[config.mk]
export PLATFORM = sky130hd
export DESIGN_NAME = bpc_front
export DESIGN_NICKNAME = d
export VERILOG_FILES = /design/src/rtl/core/bpc_pkg.sv /design/src/rtl/core/bpc_front.sv
export SDC_FILE = /design/constraint.sdc
export NUM_CORES = 2
export LEC_CHECK = 0
export BUFFER_PORTS_ARGS = -buffer_cell sky130_fd_sc_hd__buf_2
export CAP_MARGIN = 20
export CORE_MARGIN = 3
export CORE_UTILIZATION = 47
export DETAILED_ROUTE_END_ITERATION = 16
export PLACE_DENSITY = 0.66
export SYNTH_ARGS = -nofsm -noshare
export SYNTH_HDL_FRONTEND = slang
export SYNTH_SLANG_ARGS = --single-unit
[constraint.sdc]
create_clock -name clk -period 10.1 [get_ports clk]
set_clock_uncertainty 0.05 [all_clocks]
set_input_delay 2.02 -clock clk [delete_from_list [all_inputs] [get_ports clk]]
set_output_delay 2.02 -clock clk [all_outputs]
set_load 0.005 [all_outputs]
[src/rtl/core/bpc_pkg.sv]
// shared types and constants for the barometer compensation block
// no dependencies; used by every module in rtl/core
package bpc_pkg;

  localparam int CFG_IDX_W   = 3;
  localparam int CFG_DATA_W  = 16;
  localparam int QUEUE_DEPTH = 4;

  localparam int TEMP_REF  = 2000;
  localparam int TEMP_LOW  = -1500;

  localparam int SHIFT_TEMP = 23;
  localparam int SHIFT_OFF  = 7;
  localparam int SHIFT_SENS = 8;
  localparam int SHIFT_T2   = 31;

  localparam logic [CFG_IDX_W-1:0] REG_PRESSURE_SENSITIVITY   = 3'd0;
  localparam logic [CFG_IDX_W-1:0] REG_PRESSURE_OFFSET        = 3'd1;
  localparam logic [CFG_IDX_W-1:0] REG_SENSITIVITY_TEMP_COEFF = 3'd2;
  localparam logic [CFG_IDX_W-1:0] REG_OFFSET_TEMP_COEFF      = 3'd3;
  localparam logic [CFG_IDX_W-1:0] REG_REFERENCE_TEMPERATURE  = 3'd4;
  localparam logic [CFG_IDX_W-1:0] REG_TEMPERATURE_COEFF      = 3'd5;

  typedef struct packed {
    logic [15:0] pressure_sensitivity;
    logic [15:0] pressure_offset;
    logic [15:0] sensitivity_temp_coeff;
    logic [15:0] offset_temp_coeff;
    logic [15:0] reference_temperature;
    logic [15:0] temperature_coeff;
  } cal_t;

  typedef struct packed {
    logic [23:0] raw_pressure;
    logic [23:0] raw_temperature;
  } sample_t;

  typedef struct packed {
    logic signed [19:0] temperature_centi;
    logic signed [31:0] pressure_pascal;
  } result_t;

  // one classified sample between front and back
  typedef struct packed {
    logic [23:0]        d1;
    logic signed [18:0] dtemp;
    logic [17:0]        t2;
    logic [39:0]        off1;
    logic [39:0]        sens1;
    logic               low;
    logic               very_low;
  } qent_t;

endpackage

[src/rtl/core/bpc_front.sv]
// front half: takes sample beats, forms dt and the first-order terms,
// classifies the temperature band and pushes into the queue; uses bpc_pkg
module bpc_front (
  input  logic             clk,
  input  logic             rst,
  input  bpc_pkg::cal_t    cal,
  input  logic             sample_valid,
  output logic             sample_stall,
  input  bpc_pkg::sample_t sample,
  output logic             push,
  output bpc_pkg::qent_t   entry,
  input  logic             full
);

  localparam logic signed [18:0] VLOW_DT = 19'(bpc_pkg::TEMP_LOW - bpc_pkg::TEMP_REF);

  logic                en;
  logic                f1_valid;
  logic [23:0]         f1_d1;
  logic signed [24:0]  f1_dt;
  logic                f2_valid;
  logic [23:0]         f2_d1;
  logic signed [41:0]  f2_pt;
  logic signed [41:0]  f2_po;
  logic signed [41:0]  f2_ps;
  logic signed [49:0]  f2_pdd;
  logic signed [24:0]  dt;
  logic signed [18:0]  dtemp;

  assign en           = !(f2_valid && full);
  assign sample_stall = !en;
  assign push         = f2_valid && !full;

  assign dt = $signed({1'b0, sample.raw_temperature})
            - $signed({1'b0, cal.reference_temperature, 8'b0});

  always_ff @(posedge clk) begin
    if (rst) begin
      f1_valid <= 1'b0;
      f2_valid <= 1'b0;
    end else if (en) begin
      f1_valid <= sample_valid;
      f2_valid <= f1_valid;
    end
  end

  always_ff @(posedge clk) begin
    if (en) begin
      f1_d1  <= sample.raw_pressure;
      f1_dt  <= dt;
      f2_d1  <= f1_d1;
      f2_pt  <= f1_dt * $signed({1'b0, cal.temperature_coeff});
      f2_po  <= f1_dt * $signed({1'b0, cal.offset_temp_coeff});
      f2_ps  <= f1_dt * $signed({1'b0, cal.sensitivity_temp_coeff});
      f2_pdd <= f1_dt * f1_dt;
    end
  end

  // temperature relative to 20.00 c, before the second-order term
  assign dtemp = f2_pt[41:bpc_pkg::SHIFT_TEMP];

  always_comb begin
    entry.d1       = f2_d1;
    entry.dtemp    = dtemp;
    entry.t2       = f2_pdd[48:bpc_pkg::SHIFT_T2];
    entry.off1     = {8'b0, cal.pressure_offset, 16'b0}
                   + {{5{f2_po[41]}}, f2_po[41:bpc_pkg::SHIFT_OFF]};
    entry.sens1    = {9'b0, cal.pressure_sensitivity, 15'b0}
                   + {{6{f2_ps[41]}}, f2_ps[41:bpc_pkg::SHIFT_SENS]};
    entry.low      = dtemp[18];
    entry.very_low = (dtemp < VLOW_DT);
  end

endmodule

==> out/results.tsv <==
metric	value	unit
final_cell_mix	2030 x inv_1, 1767 x fa_1, 948 x nand2_1	
cp.arrival	8.84	ns
rows	140	
clockRootBuffer	clkbuf_16	
synth_top_area_share	50.9	%
routed_wl	163000	µm
cap_viol_max_count	0	
gp_congestion	0.872	
ys_warn_count	0	
core	146000	µm²
hold_viol_final	0	
syn_avg_cell_area	9.53	µm²
die_area	152000	µm²
final_common_cell	inv_1	
endpoint_kind	flop	
drive_above_1_share	5.76	%
placed_cells	9225	
track_usage	22.8	%
fin_setup_tns	0	ns
synthFlopType	edfxtp_1	
die_h	390	µm
filler_cell_count	13400	
hold_class	flop to flop	
setup_violations	0	
critPathMaxFanout	22	
start_kind	flop	
rr_worst_depth	25	
max_clock_freq	118	MHz
ctsHoldBuffers	0	
synth_edf_count	179	
synth-async-reset-ratio	0	%
max_slew_margin	33.6	%
hpwl	133000	µm
syn-cell-area	69500	µm²
die_w	390	µm
numPortBuffers	292	
fin_crit_sh	84.2	%
drt_pass1_iterations	5	
synthToLayoutAreaGrowth	5.30	%
cts_tree	built	
cts_num_sinks	181	
ctsHtreeMaxLevel	4	
clock_path_buffers	2	
synthCells	7290	
grt_pass1_wl	276000	µm
ys_ff_latch	181	
nNetsFinal	9740	
drtIter0Drc	2313	
cts.repair.resized	0	
yosysUniqueCellTypes	78	
synth_seq_area_share	7.80	%
hold_path_startpoint	f1_d1[9]$_DFFE_PN_	
holdPathStages	0	
regToRegStartpoint	f1_dt[1]$_DFFE_PN_	
drc	0	
wl_per_cell	17.6	µm
start_util	47.5	%
antenna_found_initial	7	
grt-ovfl-total	0	
first_global_vias	52900	
hold_path_end	f2_d1[9]$_DFFE_PN_	
grt_max_degree	69	
worstPathRequired	10.44	ns
syn_nets	9702	
worst_slew_pin_slew	0.995	ns
finalNonFillerCells	9263	
finalCriticalPeriod	8.50	ns
reg2reg_slack	1.60	ns
outcome	finished, final reports clean	
clk_pin_slew	0.09	ns
ant_nets	0	
clk_latency	0.57	ns
rr_endpoint	f2_pdd[47]$_DFFE_PN_	
vias	47300	
cts_setup_buffers	0	
drv_slew	0	
cts_buffers	17	
viasPerCell	5.11	
yosys.area.top_type	fa_1	
path_class	flop to flop	
grt_setup_unrepaired	no	
ios	293	
netlist_top_cells_area	fa_1 51%, inv_1 11%, ha_1 9.0%	
[worst max-delay path by stage]
stage	from	to	slack [ns]	cells after the start
3_5_place_dp	cal[2]	f2_pt[38]$_DFFE_PN_	1.30	21
2_1_floorplan	full	sample_stall	1.74	2
6_report	f1_dt[1]$_DFFE_PN_	f2_pdd[47]$_DFFE_PN_	1.60	25
3_3_place_gp	cal[2]	f2_pt[38]$_DFFE_PN_	1.39	21
4_1_cts	f1_dt[1]$_DFFE_PN_	f2_pdd[47]$_DFFE_PN_	1.57	25
5_1_grt	f1_dt[1]$_DFFE_PN_	f2_pdd[47]$_DFFE_PN_	1.17	25
[worst max-delay path, stage by stage (launching register included)]
cell,delay [ns]
edfxtp_1,0.77
buf_4,0.44
buf_4,0.35
nand2_1,0.15
inv_1,0.12
fa_1,0.44
fa_1,0.54
inv_1,0.05
fa_1,0.54
inv_1,0.06
fa_1,0.40
fa_1,0.47
fa_1,0.54
inv_1,0.05
fa_1,0.47
inv_1,0.04
ha_1,0.30
nand2_1,0.06
nor2_1,0.21
nand2_1,0.15
nor4_2,0.67
nor4_1,0.14
nor3_2,0.40
a31oi_1,0.32
o21a_1,0.31
o311ai_1,0.23
[flip-flops by register name (all words and copies together) (netlist names)]
| name | count |
|---|---|
| f2_pdd | 18 |
| f2_po | 35 |
| f2_pt | 19 |
| f1_valid | 1 |
| f2_ps | 34 |
| f2_d1 | 24 |
| f1_d1 | 24 |
| f1_dt | 25 |
| f2_valid | 1 |
[metrics by stage]
| stage | setup WS [ns] | area (µm²) | hold WS, ns | utilization (%) |
|---|---|---|---|---|
| 4_1_cts | 1.57 | 73100 | 0.360 | 50.0 |
| 3_3_place_gp | 1.39 | 72400 | 0.350 | 49.5 |
| 3_5_place_dp | 1.30 | 72500 | 0.355 | 49.5 |
| 2_1_floorplan | 1.74 | 69500 | 0.350 | - |
| 6_report | 1.60 | 73100 | 0.366 | 50.0 |
| 5_1_grt | 1.17 | 73100 | 0.363 | 50.0 |
[kinds of logic (layout without fill, tap and decap cells)]
logic type	Yosys count	in the layout	share of synthesized area, %
buf+inv	2380	2431	13.1
fa+ha+maj	2264	2264	59.9
simple gates	1865	1865	13.0
compound gates	421	421	3.99
flops	181	181	7.80
xor+xnor	175	175	2.21
mux	4	4	0.0595
other cells	0	5	0
[cell type report]
class | instances | area (µm²) | share of cell area, %
Antenna cell | 5 | 12.5 | 0.0171
Clock buffer | 18 | 429 | 0.587
Clock inverter | 14 | 203 | 0.277
Inverter | 2030 | 7620 | 10.4
Multi-Input combinational cell | 4729 | 55000 | 75.1
Sequential cell | 181 | 5420 | 7.40
Tap cell | 1917 | 2400 | 3.28
Timing Repair Buffer | 369 | 2100 | 2.87
[synth_stat cells (14+ instances only)]
cell	n
nand2b_1	26
nor2b_1	41
o21a_1	19
and3_1	22
edfxtp_1	179
o21ai_0	73
nand4_1	15
and2_1	602
a21o_1	57
nand3_1	33
fa_1	1767
a21oi_1	126
xnor2_1	132
nand2_1	949
nor2_1	108
inv_1	2030
xor2_1	43
ha_1	497
nor3_1	29
buf_4	41
a21boi_0	16
clkbuf_1	301
a31oi_1	14
[layer usage]
layer	global-route usage, %	wire, µm	vias up
met5	0	17	-
met4	5.71	3710	2
met3	3.22	9610	213
met2	38.9	81100	1299
met1	30.8	68900	24700
li1	-	-	21100
Power is not shown: default switching activity piles up to over one toggle a cycle in this logic, so the estimate is an artifact.
