File: src/rtl/core/bpc_pkg.sv
// shared types and constants for the barometer compensation block
// no dependencies; used by every module in rtl/core
package bpc_pkg;

  localparam int CFG_IDX_W   = 3;
  localparam int CFG_DATA_W  = 16;
  localparam int QUEUE_DEPTH = 4;

  localparam int TEMP_REF  = 2000;
  localparam int TEMP_LOW  = -1500;

  localparam int SHIFT_TEMP = 23;
  localparam int SHIFT_OFF  = 7;
  localparam int SHIFT_SENS = 8;
  localparam int SHIFT_T2   = 31;

  localparam logic [CFG_IDX_W-1:0] REG_PRESSURE_SENSITIVITY   = 3'd0;
  localparam logic [CFG_IDX_W-1:0] REG_PRESSURE_OFFSET        = 3'd1;
  localparam logic [CFG_IDX_W-1:0] REG_SENSITIVITY_TEMP_COEFF = 3'd2;
  localparam logic [CFG_IDX_W-1:0] REG_OFFSET_TEMP_COEFF      = 3'd3;
  localparam logic [CFG_IDX_W-1:0] REG_REFERENCE_TEMPERATURE  = 3'd4;
  localparam logic [CFG_IDX_W-1:0] REG_TEMPERATURE_COEFF      = 3'd5;

  typedef struct packed {
    logic [15:0] pressure_sensitivity;
    logic [15:0] pressure_offset;
    logic [15:0] sensitivity_temp_coeff;
    logic [15:0] offset_temp_coeff;
    logic [15:0] reference_temperature;
    logic [15:0] temperature_coeff;
  } cal_t;

  typedef struct packed {
    logic [23:0] raw_pressure;
    logic [23:0] raw_temperature;
  } sample_t;

  typedef struct packed {
    logic signed [19:0] temperature_centi;
    logic signed [31:0] pressure_pascal;
  } result_t;

  // one classified sample between front and back
  typedef struct packed {
    logic [23:0]        d1;
    logic signed [18:0] dtemp;
    logic [17:0]        t2;
    logic [39:0]        off1;
    logic [39:0]        sens1;
    logic               low;
    logic               very_low;
  } qent_t;

endpackage

File: src/rtl/core/bpc_queue.sv
// small flop-based fifo between the front and back halves
// depends on bpc_pkg for the entry type
module bpc_queue #(
  parameter int DEPTH = bpc_pkg::QUEUE_DEPTH
) (
  input  logic          clk,
  input  logic          rst,
  input  logic          push,
  input  bpc_pkg::qent_t push_entry,
  output logic          full,
  input  logic          pop,
  output bpc_pkg::qent_t pop_entry,
  output logic          empty
);

  localparam int PTR_W = $clog2(DEPTH);
  localparam int CNT_W = $clog2(DEPTH + 1);

  bpc_pkg::qent_t   slots [DEPTH];
  logic [PTR_W-1:0] wr_ptr;
  logic [PTR_W-1:0] rd_ptr;
  logic [CNT_W-1:0] count;
  logic [CNT_W-1:0] count_next;

  assign full      = (count == CNT_W'(DEPTH));
  assign empty     = (count == '0);
  assign pop_entry = slots[rd_ptr];

  always_comb begin
    count_next = count;
    if (push && !pop) begin
      count_next = count + CNT_W'(1);
    end else if (pop && !push) begin
      count_next = count - CNT_W'(1);
    end
  end

  always_ff @(posedge clk) begin
    if (push) begin
      slots[wr_ptr] <= push_entry;
    end
  end

  always_ff @(posedge clk) begin
    if (rst) begin
      wr_ptr <= '0;
      rd_ptr <= '0;
      count  <= '0;
    end else begin
      count <= count_next;
      if (push) begin
        wr_ptr <= (wr_ptr == PTR_W'(DEPTH - 1)) ? '0 : wr_ptr + PTR_W'(1);
      end
      if (pop) begin
        rd_ptr <= (rd_ptr == PTR_W'(DEPTH - 1)) ? '0 : rd_ptr + PTR_W'(1);
      end
    end
  end

  a_no_overflow: assert property (@(posedge clk) disable iff (rst) !(push && full))
    else $error("queue push while full");
  a_no_underflow: assert property (@(posedge clk) disable iff (rst) !(pop && empty))
    else $error("queue pop while empty");
  a_count_bound: assert property (@(posedge clk) disable iff (rst) count <= CNT_W'(DEPTH))
    else $error("queue count beyond depth");
  a_count_up: assert property (@(posedge clk) disable iff (rst)
    push && !pop |=> count == $past(count) + CNT_W'(1))
    else $error("queue count missed a push");

endmodule

File: config.mk
export PLATFORM = sky130hd
export DESIGN_NAME = bpc_queue
export DESIGN_NICKNAME = d
export VERILOG_FILES = /design/src/rtl/core/bpc_pkg.sv /design/src/rtl/core/bpc_queue.sv
export SDC_FILE = /design/constraint.sdc
export NUM_CORES = 1
export LEC_CHECK = 0
export ABC_AREA = 1
export BUFFER_PORTS_ARGS = -buffer_cell sky130_fd_sc_hd__buf_2
export CELL_PAD_IN_SITES_DETAIL_PLACEMENT = 0
export CELL_PAD_IN_SITES_GLOBAL_PLACEMENT = 1
export CORE_ASPECT_RATIO = 0.5
export CORE_MARGIN = 5
export CORE_UTILIZATION = 30
export CTS_CLUSTER_SIZE = 25
export DETAILED_ROUTE_END_ITERATION = 16
export PLACE_DENSITY_LB_ADDON = 0.1
export REMOVE_ABC_BUFFERS = 1
export SYNTH_ARGS = -nofsm -noshare
export SYNTH_HDL_FRONTEND = slang
export SYNTH_SLANG_ARGS = --single-unit
File: constraint.sdc
create_clock -name clk -period 10.35 [get_ports clk]
set_clock_uncertainty 0.15 [all_clocks]
set_input_delay 3.105 -clock clk [delete_from_list [all_inputs] [get_ports clk]]
set_output_delay 3.105 -clock clk [all_outputs]
set_load 0.03 [all_outputs]
==> results of run 1 <==
==> power by group <==
part / switching (W) / internal [W]
Sequential: 0.0000292 / 0.00269
Clock: 0.000854 / 0.00105
Combinational: 0.000471 / 0.000153
Total: 0.00135 / 0.00389
==> area by class of cell <==
type                    instances  area share, %
flip-flops and latches        581           68.0
multi-input cells             751           14.2
repair buffers                307           6.18
clock buffers                  67           5.74
well taps                     958           4.70
clock inverters                34          0.765
inverters                      16          0.363
diodes                          1        0.00981
==> per-layer routing <==
layer / GRT usage, % / wire length, µm
met2: 26.7 / 30500
met1: 16.9 / 23300
met5: 0 / 41
met4: 3.38 / 924
met3: 2.84 / 2170
==> cells in the final DEF (no fill, tap or decap) <==
master      Yosys  routed
inv_1          15      10
diode_2         0       1
inv_6           1       5
nor2_1        294     294
fa_1            1       1
clkbuf_16       0      57
buf_4           8      16
nand2_1         8       8
clkinv_2        0       9
dfxtp_4         0       2
clkbuf_1       37      10
o21ai_1        10      10
a21oi_1         3       3
nand3_1         1       1
nand4_1         1       1
ha_1            6       6
o22ai_1       143     143
clkinv_1        0      22
o21ai_0       279     279
nor3_1          4       4
clkinvlp_4      0       1
dfxtp_1         9       7
edfxtp_1      572     572
buf_2          23     291
xor2_1          1       1
inv_8           0       1
bufinv_16       0       2
==> cell families after synthesis <==
| family | Yosys count | share of synthesized area, % |
|---|---|---|
| adders and majority gates | 7 | 0.439 |
| AOI/OAI and AO/OA | 435 | 10.9 |
| and+or+nand+nor | 308 | 5.38 |
| xor gates and xnor gates | 1 | 0.0404 |
| buffers and inverters | 110 | 3.16 |
| DFF | 581 | 80.1 |
==> through the flow <==
step	setup WS, ps	utilization, %
floorplan	36.2	-
global placement	3990	33.5
detailed placement	3890	33.5
CTS	3190	35.8
global route	3020	35.8
finish	3350	35.8
==> sequential cells by signal (all words and copies together), names as in the netlist, named ones only <==
signal,count
rd_ptr,2
slots,572
count,3
wr_ptr,2
==> tightest hold or removal path, cell delays in order (launching register included) <==
cell	delay, ps
dfxtp_1	330
inv_1	100
a21oi_1	70
==> final timing paths <==
check | endpoint | depth (start not counted)
worst max-delay path | pop_entry[115] | 5
worst min-delay path | wr_ptr[1]$_SDFFE_PP0P_ | 2
worst max register to register | slots[1][95]$_DFFE_PP_ | 5
worst min register to register | wr_ptr[1]$_SDFFE_PP0P_ | 2
==> impl_metrics.ini, run 1 <==
[outcome]
status = finished, final reports clean

[synth]
post-synth-top-area-fraction_pct = 79.3
synthTopCellsByArea = edfxtp_1 79%, o21ai_0 6.4%, nor2_1 5.1%
ys_seq_elements = 581
synth_top_area_cell = edfxtp_1
yosysMostFrequentCell = edfxtp_1
synth-edff-count = 572
yosys_warnings = 0
netlist_top_cells_count = 572 x edfxtp_1, 294 x nor2_1, 279 x o21ai_0
synth.avg_cell_area_um2 = 15.0
async_flop_share_pct = 0
syn-cell-area_um2 = 21700
ys.flop_type = edfxtp_1
ys_types = 22
synth_cells = 1442
synth_seq_area_share_pct = 80.1

[detailed_routing]
wire_per_inst_um = 21.0
drc = 0
detail-route-antenna-nets = 0
first_pass_iters = 4
drt_iter0_markers = 772
vias = 12800
via_per_inst = 4.72
wl_um = 56900

[sta]
whs_ps = 387
relSlewSlack_pct = 32.7
timing_hold_violations_final = 0
tightest_slew_ps = 1010
setup_viol = 0
report.final.slew_viol_count = 0
rsz0062_at_grt = false
finalCritPeriodShare_pct = 67.6
tns_ps = 0
post-route-min-period_ps = 7000
fmax_mhz = 143

[clocking]
clk_pin_slew_ps = 60
clock_latency_ps = 610
clk_path_buf_depth = 3
cts_root_buf = clkbuf_16
postCtsSetupBuffers = 0
h-tree-depth = 2
ctsHoldBuffers = 0
cts.sink_count = 581
cts_buffers = 55
post_cts_resized = 0
cts_tree = yes

[floorplan]
fp.dieW_um = 390
rows = 69
core_area_um2 = 71300
dieArea_um2 = 78000
initial_core_util_pct = 30.4
pin_count = 292
die_y_um = 200

[setup_path]
cp_slowest_cell = buf_4
critPathTopFamily = buffers and inverters
startpoint_type = register
worstPathMaxFanout = 88
crit_chain = buf_4, buf_4, o21ai_0, o22ai_1, buf_2
cp-end-kind = output pin
arrival_ps = 3740
critPathBufInv = 3
rrSetupSlack_ps = 7720
crit_top_cell = buf_4
cpPeakStageDelay_ps = 780
cp.required_ps = 7100
critPathKind = register to output pin
rr_startpoint = wr_ptr[1]$_SDFFE_PP0P_

[global_routing]
grt_pass1_vias = 13200
antenna_found_initial = 4
grt_start_max_net_pins = 110
grt_use_total_pct = 14.2
grt_pass1_wl_um = 82900
grt_overflow_total = 0

[place]
place_area_um2 = 23900
place.gp.congestion = 0.693
placedCellCount = 2613
io_buffers = 291
dp_hpwl_um = 31500

[power_and_ir_drop]
leakagePower_nw = 8.68
peakVddDrop_mv = 0.0992
finalPower_w = 0.00524
powerDensity_nw_per_um2 = 206

[final_layout]
instances_no_fill = 2715
fill_cells = 6836
areaGrowthSynthToFinish_pct = 17.8
multi_input_area_um2 = 3620
fin_area_um2 = 25500
seqCellArea_um2 = 17400
nNetsFinal = 1866
drive_above_1_share_pct = 21.9

[run]
cap_violations = 0

[worst_hold_path]
hp-class = register to register
holdCritStartpoint = wr_ptr[1]$_SDFFE_PP0P_
Note: power is estimated with default switching activity, not from simulation.
==> run 2, diff against run 1 <==
- clock period: 10.35 -> 5.81 ns (I/O delays scaled with it)
==> run 2 against run 1 <==
  * Non-clock buffer count grew 5
  * Critical endpoint is now pop_entry[37]
  * Die area is the same
  * Highest routed layer is now met4
  * First-iteration DRC count shrank 20%
  * Core utilization grew 0.34 points
==> impl_metrics.ini, run 2 (synthesis results as in run 1) <==
[floorplan]
initial_core_util_pct = 30.4
fp.dieW_um = 390
dieArea_um2 = 78000
die_y_um = 200
pin_count = 292
rows = 69
core_area_um2 = 71300

[setup_path]
rrSetupSlack_ps = 3390
arrival_ps = 2660
r2r-end = slots[0][73]$_DFFE_PP_
cp-end-kind = output pin
worstPathMaxFanout = 120
critPathKind = register to output pin
startpoint_type = register
reg2reg_depth = 5
cp.required_ps = 3920
rr_startpoint = wr_ptr[0]$_SDFFE_PP0P_

[clocking]
clk_path_buf_depth = 3
clock_latency_ps = 600
ctsHoldBuffers = 0
cts_buffers = 56
cts.sink_count = 581
h-tree-depth = 2
cts_tree = yes
cts_root_buf = clkbuf_16
post_cts_resized = 0
postCtsSetupBuffers = 0
clk_pin_slew_ps = 70

[outcome]
status = finished, final reports clean

[global_routing]
grt_pass1_vias = 13400
grt_use_total_pct = 14.4
grt_start_max_net_pins = 147
grt_overflow_total = 0
antenna_found_initial = 2
grt_pass1_wl_um = 84000

[worst_hold_path]
holdCritStartpoint = rd_ptr[1]$_SDFFE_PP0P_
whs_path_depth = 2
hp-class = register to register

[detailed_routing]
drt_iter0_markers = 621
via_per_inst = 4.70
vias = 12800
first_pass_iters = 4
wl_um = 57700
drc = 0
wire_per_inst_um = 21.2
detail-route-antenna-nets = 0

[final_layout]
regMostFlops = slots
areaGrowthSynthToFinish_pct = 18.9
largest_reg_flops = 572
top_regs = slots (572), count (3)
final_common_cell = edfxtp_1
drive_above_1_share_pct = 23.0
layout_common_cells = 572 x edfxtp_1, 294 x nor2_1, 291 x buf_2
nNetsFinal = 1872
final_util_pct = 36.1

[sta]
report.final.slew_viol_count = 0
relSlewSlack_pct = 37.5
timing_hold_violations_final = 0
setup_viol = 0
rsz0062_at_grt = false
fmax_mhz = 219
tightest_slew_ps = 937
post-route-min-period_ps = 4560
finalCritPeriodShare_pct = 78.4

[power_and_ir_drop]
peakVddDrop_mv = 0.176
powerDensity_nw_per_um2 = 369
leakagePower_nw = 8.79
finalPower_w = 0.00951

[place]
place.gp.congestion = 0.705
dp_hpwl_um = 32100
io_buffers = 291

[run]
cap_violations = 0
==> run 2: changes by cell type in the layout (fill, tap and decap cells not counted) <==
cell,previous run,this run
buf_12,0,9
clkinvlp_4,1,5
clkinv_4,0,1
clkinv_1,22,10
clkbuf_1,10,7
clkinv_2,9,17
buf_4,16,12
bufinv_16,2,4
diode_2,1,2
inv_4,0,1
==> run 2: power breakdown <==
group | total [W] | leakage (nW) | switching [W] | internal (W)
combinational | 0.00114 | 2.60 | 0.000853 | 0.000285
sequential | 0.00484 | 5.33 | 0.0000438 | 0.00479
clock | 0.00354 | 0.859 | 0.00157 | 0.00197
total | 0.00951 | 8.79 | 0.00247 | 0.00704
==> run 2: cell type report <==
cell class                 instances  area [µm²]
inverter                          16        90.1
sequential                       581       17400
clock buffer                      64        1450
multi-input combinational        751        3620
tap                              958        1200
clock inverter                    38         298
timing repair buffer             312        1730
antenna                            2        5.00
fill                            6810       45600
==> run 2: per-stage QoR <==
step	instance area, µm²	hold slack [ps]	setup slack (ps)	cells	TNS [ps]
6_report	25800	382	1250	2722	0
2_1_floorplan	21000	340	-3140	1348	-448460
5_1_grt	25800	417	1010	2722	0
4_1_cts	25800	384	1170	2720	0
3_5_place_dp	24000	375	1850	2618	0
3_3_place_gp	24000	350	1880	2618	0
==> run 2: worst max path at each step <==
stage | startpoint | end
floorplan | register | pop_entry[0]
global placement | register | pop_entry[142]
detailed placement | register | pop_entry[37]
CTS | register | pop_entry[37]
global route | register | pop_entry[116]
finish | register | pop_entry[37]
==> run 2: per-layer routing <==
layer	vias to the layer above	routed length, µm	global-route usage (%)
met5	-	0	0
met2	194	31200	27.3
met4	0	1090	4.08
met1	6534	23400	17.0
met3	67	1940	2.37
li1	6006	-	-
==> run 2: critical path, cell delays in order, from the launching register on <==
cell     delay (ps)
dfxtp_4         470
inv_8           360
buf_12          400
o21ai_0         150
o22ai_1         220
buf_2           240
